$ cat src/rtl/lssh_pkg.sv
// ----------------------------------------------------------------------------
// Limb shift-and-halve package
// Shared constants, register indexes and the mode encoding of the limb
// shift-and-halve block.
// ----------------------------------------------------------------------------
package lssh_pkg;

    // Default limb width in bits.
    localparam int unsigned LIMB_W = 64;

    // Configuration port widths.
    localparam int unsigned CFG_IDX_W  = 2;
    localparam int unsigned CFG_DATA_W = 8;

    // Configuration register indexes.
    localparam logic [CFG_IDX_W-1:0] REG_MODE  = 2'd0;
    localparam logic [CFG_IDX_W-1:0] REG_SHIFT = 2'd1;

    // Number of result words the output queue holds.
    localparam int unsigned RQ_DEPTH = 4;

    // Operating modes. The unused code behaves as a shift.
    typedef enum logic [1:0] {
        MODE_SHIFT = 2'd0,
        MODE_ADD   = 2'd1,
        MODE_SUB   = 2'd2
    } mode_t;

endpackage

$ cat src/rtl/lssh_datapath.sv
// ----------------------------------------------------------------------------
// Limb datapath
// Combines one input limb with the pending limb and carry to form the next
// state and up to two result words.
// ----------------------------------------------------------------------------
module lssh_datapath #(
    parameter int unsigned LIMB_WIDTH = lssh_pkg::LIMB_W
) (
    input  logic [1:0]                      mode,
    input  logic [$clog2(LIMB_WIDTH)-1:0]   shift_amount,
    input  logic [LIMB_WIDTH-1:0]           a_limb,
    input  logic [LIMB_WIDTH-1:0]           b_limb,
    input  logic [LIMB_WIDTH-1:0]           extra,
    input  logic                            first_limb,
    input  logic                            last_limb,
    input  logic [LIMB_WIDTH-1:0]           held_limb,
    input  logic [1:0]                      carry_or_borrow,
    input  logic [LIMB_WIDTH-1:0]           saved_low_bits,
    input  logic                            have_held,
    output logic [LIMB_WIDTH-1:0]           held_next,
    output logic [1:0]                      carry_next,
    output logic [LIMB_WIDTH-1:0]           saved_next,
    output logic [2*LIMB_WIDTH:0]           res_word0,
    output logic [2*LIMB_WIDTH:0]           res_word1,
    output logic [1:0]                      res_count
);
    import lssh_pkg::*;

    localparam int unsigned SW = $clog2(LIMB_WIDTH);
    localparam logic [SW:0] WIDTH_L = (SW+1)'(LIMB_WIDTH);

    logic                  start;
    logic [SW:0]           up_dist;
    logic [LIMB_WIDTH-1:0] cin;
    logic [LIMB_WIDTH-1:0] top_mask;
    logic [LIMB_WIDTH:0]   sum1;
    logic [LIMB_WIDTH:0]   sum2;
    logic [LIMB_WIDTH:0]   dif1;
    logic [LIMB_WIDTH:0]   dif2;
    logic [LIMB_WIDTH-1:0] mid_limb;
    logic [LIMB_WIDTH-1:0] top_limb;

    // A limb with no number in progress starts a new one.
    assign start = first_limb | ~have_held;

    // A shift of zero gives a distance equal to the limb width, so the
    // left shifts and the fill mask drop to zero and the limb passes as is.
    assign up_dist  = WIDTH_L - {1'b0, shift_amount};
    assign top_mask = {LIMB_WIDTH{1'b1}} << up_dist;

    assign cin  = start ? extra : {{(LIMB_WIDTH-2){1'b0}}, carry_or_borrow};
    assign sum1 = {1'b0, a_limb} + {1'b0, b_limb};
    assign sum2 = {1'b0, sum1[LIMB_WIDTH-1:0]} + {1'b0, cin};
    assign dif1 = {1'b0, a_limb} - {1'b0, b_limb};
    assign dif2 = {1'b0, dif1[LIMB_WIDTH-1:0]} - {1'b0, cin};

    always_comb
    begin
        held_next  = a_limb;
        carry_next = start ? 2'b00 : carry_or_borrow;
        saved_next = start ? (a_limb << up_dist) : saved_low_bits;
        mid_limb   = (held_limb >> shift_amount) | (a_limb << up_dist);
        top_limb   = (a_limb >> shift_amount) | (extra & top_mask);
        unique case (mode)
            MODE_ADD:
            begin
                held_next  = sum2[LIMB_WIDTH-1:0];
                carry_next = {1'b0, sum1[LIMB_WIDTH]} + {1'b0, sum2[LIMB_WIDTH]};
                saved_next = start ? {{(LIMB_WIDTH-1){1'b0}}, sum2[0]} : saved_low_bits;
                mid_limb   = {sum2[0], held_limb[LIMB_WIDTH-1:1]};
                top_limb   = {sum1[LIMB_WIDTH] ^ sum2[LIMB_WIDTH], sum2[LIMB_WIDTH-1:1]};
            end
            MODE_SUB:
            begin
                held_next  = dif2[LIMB_WIDTH-1:0];
                carry_next = {1'b0, dif1[LIMB_WIDTH]} + {1'b0, dif2[LIMB_WIDTH]};
                saved_next = start ? {{(LIMB_WIDTH-1){1'b0}}, dif2[0]} : saved_low_bits;
                mid_limb   = {dif2[0], held_limb[LIMB_WIDTH-1:1]};
                top_limb   = {dif1[LIMB_WIDTH] ^ dif2[LIMB_WIDTH], dif2[LIMB_WIDTH-1:1]};
            end
            default:
            begin
                // Shift mode; the defaults above already hold its values.
                held_next = a_limb;
            end
        endcase
    end

    // Word layout: result limb, shifted-out bits, final flag.
    assign res_word0 = start ? {top_limb, saved_next, 1'b1}
                             : {mid_limb, {LIMB_WIDTH{1'b0}}, 1'b0};
    assign res_word1 = {top_limb, saved_next, 1'b1};
    assign res_count = {1'b0, ~start} + {1'b0, last_limb};

endmodule

$ cat src/rtl/lssh_rq.sv
// ----------------------------------------------------------------------------
// Result queue
// Small register queue that takes up to two result words per cycle and
// presents one word per cycle at its head while the output is not stalled.
// ----------------------------------------------------------------------------
module lssh_rq #(
    parameter int unsigned LIMB_WIDTH = lssh_pkg::LIMB_W,
    parameter int unsigned DEPTH      = lssh_pkg::RQ_DEPTH
) (
    input  logic                  clk,
    input  logic                  rst_n,
    input  logic [1:0]            push_count,
    input  logic [2*LIMB_WIDTH:0] push_word0,
    input  logic [2*LIMB_WIDTH:0] push_word1,
    input  logic                  out_stall,
    output logic                  out_valid,
    output logic [2*LIMB_WIDTH:0] out_word,
    output logic                  room
);
    import lssh_pkg::*;

    localparam int unsigned CW = $clog2(DEPTH + 1);
    localparam int unsigned WW = 2 * LIMB_WIDTH + 1;

    logic [WW-1:0] q_reg  [DEPTH];
    logic [WW-1:0] q_next [DEPTH];
    logic [CW-1:0] cnt_reg;
    logic [CW-1:0] cnt_next;
    logic [CW-1:0] base;
    logic [CW-1:0] base_up;
    logic          pop;

    assign out_valid = (cnt_reg != '0);
    assign out_word  = q_reg[0];
    assign pop       = out_valid & ~out_stall;
    assign room      = (cnt_reg <= CW'(DEPTH - 2));

    // Slot where the first new word lands once the head has left.
    assign base     = cnt_reg - CW'(pop);
    assign base_up  = base + CW'(1);
    assign cnt_next = base + CW'(push_count);

    for (genvar g = 0; g < DEPTH; g++)
    begin : g_slot
        logic [WW-1:0] kept;
        if (g < DEPTH - 1)
        begin : g_shift
            assign kept = pop ? q_reg[g+1] : q_reg[g];
        end
        else
        begin : g_end
            assign kept = q_reg[g];
        end
        assign q_next[g] = (push_count != 2'd0 && base == CW'(g))    ? push_word0 :
                           (push_count == 2'd2 && base_up == CW'(g)) ? push_word1 :
                           kept;
    end

    always_ff @(posedge clk)
    begin
        q_reg <= q_next;
    end

    always_ff @(posedge clk or negedge rst_n)
    begin
        if (!rst_n)
        begin
            cnt_reg <= '0;
        end
        else
        begin
            cnt_reg <= cnt_next;
        end
    end

endmodule

$ cat src/rtl/limb_stream_shift_and_halve.sv
// An accepted word waits in the input register and is processed into the
// result queue once it has room. Throughput: one limb per cycle while the
// queue has room; a number of N limbs gives N words.
// The four-word result queue needs two free slots before a limb is processed.
// Reset: asynchronous, active low; clears pending state, mode to shift and
// the shift distance to one.
// ----------------------------------------------------------------------------
// Limb stream shift and halve
// Streams multi-limb numbers, least significant limb first, and returns them
// shifted right, or added or subtracted and then halved.
// ----------------------------------------------------------------------------
module limb_stream_shift_and_halve #(
    parameter int unsigned LIMB_WIDTH = lssh_pkg::LIMB_W
) (
    input  logic                               clk,
    input  logic                               rst_n,
    // Configuration write channel.
    input  logic                               cfg_valid,
    output logic                               cfg_ready,
    input  logic [lssh_pkg::CFG_IDX_W-1:0]     cfg_index,
    input  logic [lssh_pkg::CFG_DATA_W-1:0]    cfg_data,
    // Input limb channel.
    input  logic                               in_valid,
    output logic                               in_stall,
    input  logic [LIMB_WIDTH-1:0]              a_limb,
    input  logic [LIMB_WIDTH-1:0]              b_limb,
    input  logic [LIMB_WIDTH-1:0]              extra,
    input  logic                               first_limb,
    input  logic                               last_limb,
    // Result channel.
    output logic                               out_valid,
    input  logic                               out_stall,
    output logic [LIMB_WIDTH-1:0]              result_limb,
    output logic [LIMB_WIDTH-1:0]              shifted_out,
    output logic                               final_result
);
    import lssh_pkg::*;

    localparam int unsigned SW = $clog2(LIMB_WIDTH);

    // Configuration registers.
    logic [1:0]            mode_reg;
    logic [SW-1:0]         shift_reg;

    // Input register: one word waits here until the result queue has room.
    logic                  in_valid_reg;
    logic [LIMB_WIDTH-1:0] a_reg;
    logic [LIMB_WIDTH-1:0] b_reg;
    logic [LIMB_WIDTH-1:0] extra_reg;
    logic                  first_reg;
    logic                  last_reg;

    // Pending state of the number in progress.
    logic [LIMB_WIDTH-1:0] held_limb_reg;
    logic [1:0]            carry_reg;
    logic [LIMB_WIDTH-1:0] saved_reg;
    logic                  have_held_reg;

    logic [LIMB_WIDTH-1:0] held_next;
    logic [1:0]            carry_next;
    logic [LIMB_WIDTH-1:0] saved_next;
    logic [2*LIMB_WIDTH:0] res_word0;
    logic [2*LIMB_WIDTH:0] res_word1;
    logic [1:0]            res_count;
    logic [2*LIMB_WIDTH:0] out_word;
    logic                  room;
    logic                  proc;
    logic                  in_accept;

    // Configuration is always taken at once.
    assign cfg_ready = 1'b1;

    always_ff @(posedge clk or negedge rst_n)
    begin
        if (!rst_n)
        begin
            mode_reg  <= MODE_SHIFT;
            shift_reg <= SW'(1);
        end
        else if (cfg_valid && cfg_ready)
        begin
            unique case (cfg_index)
                REG_MODE:  mode_reg  <= cfg_data[1:0];
                REG_SHIFT: shift_reg <= cfg_data[SW-1:0];
                default:   mode_reg  <= mode_reg;
            endcase
        end
    end

    // The word in the input register is processed as soon as the queue can
    // take two results; a new word enters in the same cycle.
    assign proc      = in_valid_reg & room;
    assign in_stall  = in_valid_reg & ~room;
    assign in_accept = in_valid & ~in_stall;

    always_ff @(posedge clk or negedge rst_n)
    begin
        if (!rst_n)
        begin
            in_valid_reg <= 1'b0;
        end
        else if (in_accept)
        begin
            in_valid_reg <= 1'b1;
        end
        else if (proc)
        begin
            in_valid_reg <= 1'b0;
        end
    end

    always_ff @(posedge clk)
    begin
        if (in_accept)
        begin
            a_reg     <= a_limb;
            b_reg     <= b_limb;
            extra_reg <= extra;
            first_reg <= first_limb;
            last_reg  <= last_limb;
        end
    end

    lssh_datapath #(
        .LIMB_WIDTH (LIMB_WIDTH)
    ) u_datapath (
        .mode            (mode_reg),
        .shift_amount    (shift_reg),
        .a_limb          (a_reg),
        .b_limb          (b_reg),
        .extra           (extra_reg),
        .first_limb      (first_reg),
        .last_limb       (last_reg),
        .held_limb       (held_limb_reg),
        .carry_or_borrow (carry_reg),
        .saved_low_bits  (saved_reg),
        .have_held       (have_held_reg),
        .held_next       (held_next),
        .carry_next      (carry_next),
        .saved_next      (saved_next),
        .res_word0       (res_word0),
        .res_word1       (res_word1),
        .res_count       (res_count)
    );

    // The pending limb, carry and shifted-out bits advance with each
    // processed word; a last limb closes the number.
    always_ff @(posedge clk or negedge rst_n)
    begin
        if (!rst_n)
        begin
            held_limb_reg <= '0;
            carry_reg     <= '0;
            saved_reg     <= '0;
            have_held_reg <= 1'b0;
        end
        else if (proc)
        begin
            held_limb_reg <= held_next;
            carry_reg     <= carry_next;
            saved_reg     <= saved_next;
            have_held_reg <= ~last_reg;
        end
    end

    lssh_rq #(
        .LIMB_WIDTH (LIMB_WIDTH),
        .DEPTH      (RQ_DEPTH)
    ) u_rq (
        .clk        (clk),
        .rst_n      (rst_n),
        .push_count (proc ? res_count : 2'd0),
        .push_word0 (res_word0),
        .push_word1 (res_word1),
        .out_stall  (out_stall),
        .out_valid  (out_valid),
        .out_word   (out_word),
        .room       (room)
    );

    assign result_limb  = out_word[2*LIMB_WIDTH:LIMB_WIDTH+1];
    assign shifted_out  = out_word[LIMB_WIDTH:1];
    assign final_result = out_word[0];

    // A processed word that yields results leaves the queue non-empty.
    a_push_shows: assert property (@(posedge clk) disable iff (!rst_n)
        proc && res_count != 2'd0 |=> out_valid)
        else $error("results pushed but queue empty");

    // Only the final word of a number carries shifted-out bits.
    a_low_bits_final: assert property (@(posedge clk) disable iff (!rst_n)
        out_valid && !final_result |-> shifted_out == '0)
        else $error("shifted-out bits on a non-final word");

    // A last limb closes the number in progress.
    a_last_closes: assert property (@(posedge clk) disable iff (!rst_n)
        proc && last_reg |=> !have_held_reg)
        else $error("number still open after last limb");

endmodule

$ cat config.mk
export PLATFORM = sky130hd
export DESIGN_NAME = limb_stream_shift_and_halve
export DESIGN_NICKNAME = d
export VERILOG_FILES = /design/src/rtl/lssh_pkg.sv /design/src/rtl/lssh_datapath.sv /design/src/rtl/lssh_rq.sv /design/src/rtl/limb_stream_shift_and_halve.sv
export SDC_FILE = /design/constraint.sdc
export NUM_CORES = 2
export LEC_CHECK = 0
export BUFFER_PORTS_ARGS = -buffer_cell sky130_fd_sc_hd__buf_2
export CAP_MARGIN = 20
export CORE_MARGIN = 2
export CORE_UTILIZATION = 50
export CTS_CLUSTER_DIAMETER = 120
export DETAILED_ROUTE_END_ITERATION = 7
export PLACE_DENSITY_LB_ADDON = 0.08
export SYNTH_ARGS = -nofsm -noshare
export SYNTH_HDL_FRONTEND = slang
export SYNTH_SLANG_ARGS = --single-unit
$ cat constraint.sdc
create_clock -name clk -period 18.46 [get_ports clk]
set_input_delay 1.846 -clock clk [delete_from_list [all_inputs] [get_ports clk]]
set_output_delay 1.846 -clock clk [all_outputs]
set_load 0.05 [all_outputs]
==> results.sh <==
export IMPL_cts_tree="built"
export IMPL_core_rowCount=132
export IMPL_layout_common_cells="nand2_1, edfxtp_1, o21ai_0"
export IMPL_dr_first_iter_drc_count=9669
export IMPL_synthesis_nets=7672
export IMPL_grt_first_pass_wirelength_um=412900
export IMPL_setup_viol_count_final=0
export IMPL_fin_util=0.5525
export IMPL_floorplan_die_area_um2=132600
export IMPL_final_common_cell="nand2_1"
export IMPL_cts_hold_repair_buffers=0
export IMPL_global_route_usage_met1=0.5554
export IMPL_synth_edff_count=710
export IMPL_drt_vias_per_instance=6.920
export IMPL_cpMaxStageDelayCell="a2111oi_1"
export IMPL_timing_critical_path_arrival_ns=9.72
export IMPL_worst_skew_pair_late_latency_ns=0.77
export IMPL_drt_pass1_iterations=7
export IMPL_clkTransAtPathRegs_ns=0.06
export IMPL_cts_post_setup_buffers_inserted=0
export IMPL_final_hold_viol_count=0
export IMPL_floorplan_initialDensity=0.5023
export IMPL_tritoncts_buffers=94
export IMPL_timing_final_crit_share=0.5007
export IMPL_time_the_worst_path_needs_with_i_o_delays_and_setup_ns=9.243
export IMPL_rsz0062_at_grt="false"
export IMPL_num_nets_final=7729
export IMPL_syn_area_um2=64870
export IMPL_largest_register_ff_count=258
export IMPL_clock_tree_sinks=853
export IMPL_detail_route_antenna_nets=0
export IMPL_critical_path_reg2reg_startpoint="a_reg[13]"
export IMPL_gr_total_overflow=0
export IMPL_ys_async_sr_fraction=0.1676
export IMPL_power_density_nw_per_um2=225.8
export IMPL_max_clock_freq_mhz=108.2
export IMPL_synth_warning_count=0
export IMPL_min_path_cells=2
export IMPL_critPathMaxStageDelay_ns=1.06
export IMPL_grt_pass1_vias=58411
export IMPL_yosys_register_bits=853
export IMPL_die_h_um=364.2
export IMPL_gpl_final_weighted_congestion=1.050
export IMPL_vias=62824
export IMPL_finalHoldWorstSlack_ns=0.4807
export IMPL_design_core_area_um2=129200
export IMPL_report_final_slew_viol_count=0
export IMPL_outcome="finished, final reports clean"
export IMPL_placed_area_um2=68020
export IMPL_met3_usage=0.1138
export IMPL_ys_seq_area_frac=0.3838
export IMPL_final_seq_area_um2=24920
export IMPL_total_leakage_power_nw=28.24
export IMPL_cts_max_path_buffers=3
export IMPL_worst_r2r_path_depth=25
export IMPL_worst_ir_drop_vdd_uv=136.1
export IMPL_maxSlewHeadroom=0.1365
export IMPL_global_route_usage_total=0.4294
export IMPL_crit_path_start_kind="flop"
export IMPL_fin_skew_ns=0.05595
export IMPL_number_of_antenna_violations_at_the_first_check_in_global_routing=20
export IMPL_die_width_um=364.2
export IMPL_port_buffers=337
export IMPL_met2_usage=0.6391
export IMPL_cts_root_buf="clkbuf_16"
export IMPL_worstSetupEndpointType="flop"
export IMPL_design_area_um2=71360
export IMPL_avgSynthCellArea_um2=9.025
export IMPL_h_tree_depth=3
export IMPL_route_final_wire_length_um=293500
export IMPL_post_route_drc_count=0
export IMPL_startpoint="a_reg[13]"
export IMPL_final_fill_count=11991
export IMPL_worst_hold_path_type="reg -> reg"
export IMPL_post_cts_resized=0
export IMPL_ys_types=103
export IMPL_global_route_peak_usage_layer="met2"
export IMPL_cap_viol_max_count=0
export IMPL_syn_inst=7188
export IMPL_num_io_pins=341
export IMPL_grt_start_max_net_pins=120
export IMPL_critPathKind="reg -> reg"
export IMPL_area_delta_synth_final_pct=9.992
export IMPL_multi_input_area_um2=37050
export IMPL_finalSetupTns_ns=0
export IMPL_wl_per_cell_um=32.33
export IMPL_timing_critical_path_fanout_max=11
export IMPL_synth_main_ff_cell="edfxtp_1"
export IMPL_min_from="held_limb_reg[0]"
export IMPL_hpwlAfterDp_um=216300
export IMPL_drive_gt1_frac=0.1377
export IMPL_worst_slew_pin_transition_ns=1.282
export IMPL_cp_required_ns=18.94
layout make-up:
cell class,count,area share
diodes,10,0.0003507
clock buffers,118,0.03549
clock inverters,59,0.009732
inverters,277,0.01468
multi-input cells,5526,0.5193
flip-flops and latches,853,0.3492
well taps,1742,0.03055
repair buffers,493,0.04073
per-stage QoR:
| stage | setup slack, ns | total power [mW] | instances |
|---|---|---|---|
| 2_1_floorplan | 5.430 | 10.10 | 7188 |
| 3_3_place_gp | 9.471 | 13.56 | 8877 |
| 3_5_place_dp | 9.321 | 13.64 | 8882 |
| 4_1_cts | 9.326 | 15.64 | 9059 |
| 5_1_grt | 8.943 | 16.74 | 9070 |
| 6_report | 9.217 | 16.11 | 9078 |
final timing paths:
| kind | end | slack [ns] |
|---|---|---|
| max in group asynchronous | saved_reg[25] | 15.49 |
| max reg2reg | u_rq.q_reg[386] | 9.22 |
| min reg2reg | held_limb_reg[0] | 0.48 |
| max | u_rq.q_reg[386] | 9.22 |
| min in group asynchronous | held_limb_reg[6] | 1.07 |
| min | held_limb_reg[0] | 0.48 |
cells by family after synthesis:
logic type | synth area share
xor gates and xnor gates | 0.03169
buffers and inverters | 0.04947
DFF | 0.3838
muxes | 0.09636
and+or+nand+nor | 0.1454
AOI/OAI and AO/OA | 0.2396
other | 0.00005780
adders and majority gates | 0.05362
worst max-delay path, delay by kind of cell, from the launching register on:
kind | cells | cell delay, ns
AOI/OAI and AO/OA | 12 | 4.17
and+or+nand+nor | 8 | 2.31
adders and majority gates | 3 | 1.11
DFF | 1 | 0.78
muxes | 1 | 0.44
xor gates and xnor gates | 1 | 0.13
Yosys cell counts (all sizes together), types with 136 or more instances:
cell,n,share of area
edfxtp,710,0.33
mux2i,170,0.026
xnor2,180,0.025
inv,272,0.016
o221ai,147,0.020
nor2,595,0.035
buf,136,0.011
clkbuf,396,0.023
ha,270,0.052
o21ai,668,0.052
nand2,1142,0.066
a21oi,591,0.046
dfrtp,142,0.055
mux4,177,0.061
where the power goes:
part / internal, mW / switching, mW
Clock: 1.11 / 0.863
Sequential: 2.92 / 0.565
Combinational: 3.32 / 7.33
Total: 7.35 / 8.76
routing by layer:
metal | part of all wire | vias up
li1 | - | 27021
met4 | 0.072 | 20
met3 | 0.11 | 924
met1 | 0.38 | 30552
met2 | 0.43 | 4307
met5 | 0.00055 | -
Power figures use the tool's default switching activity.
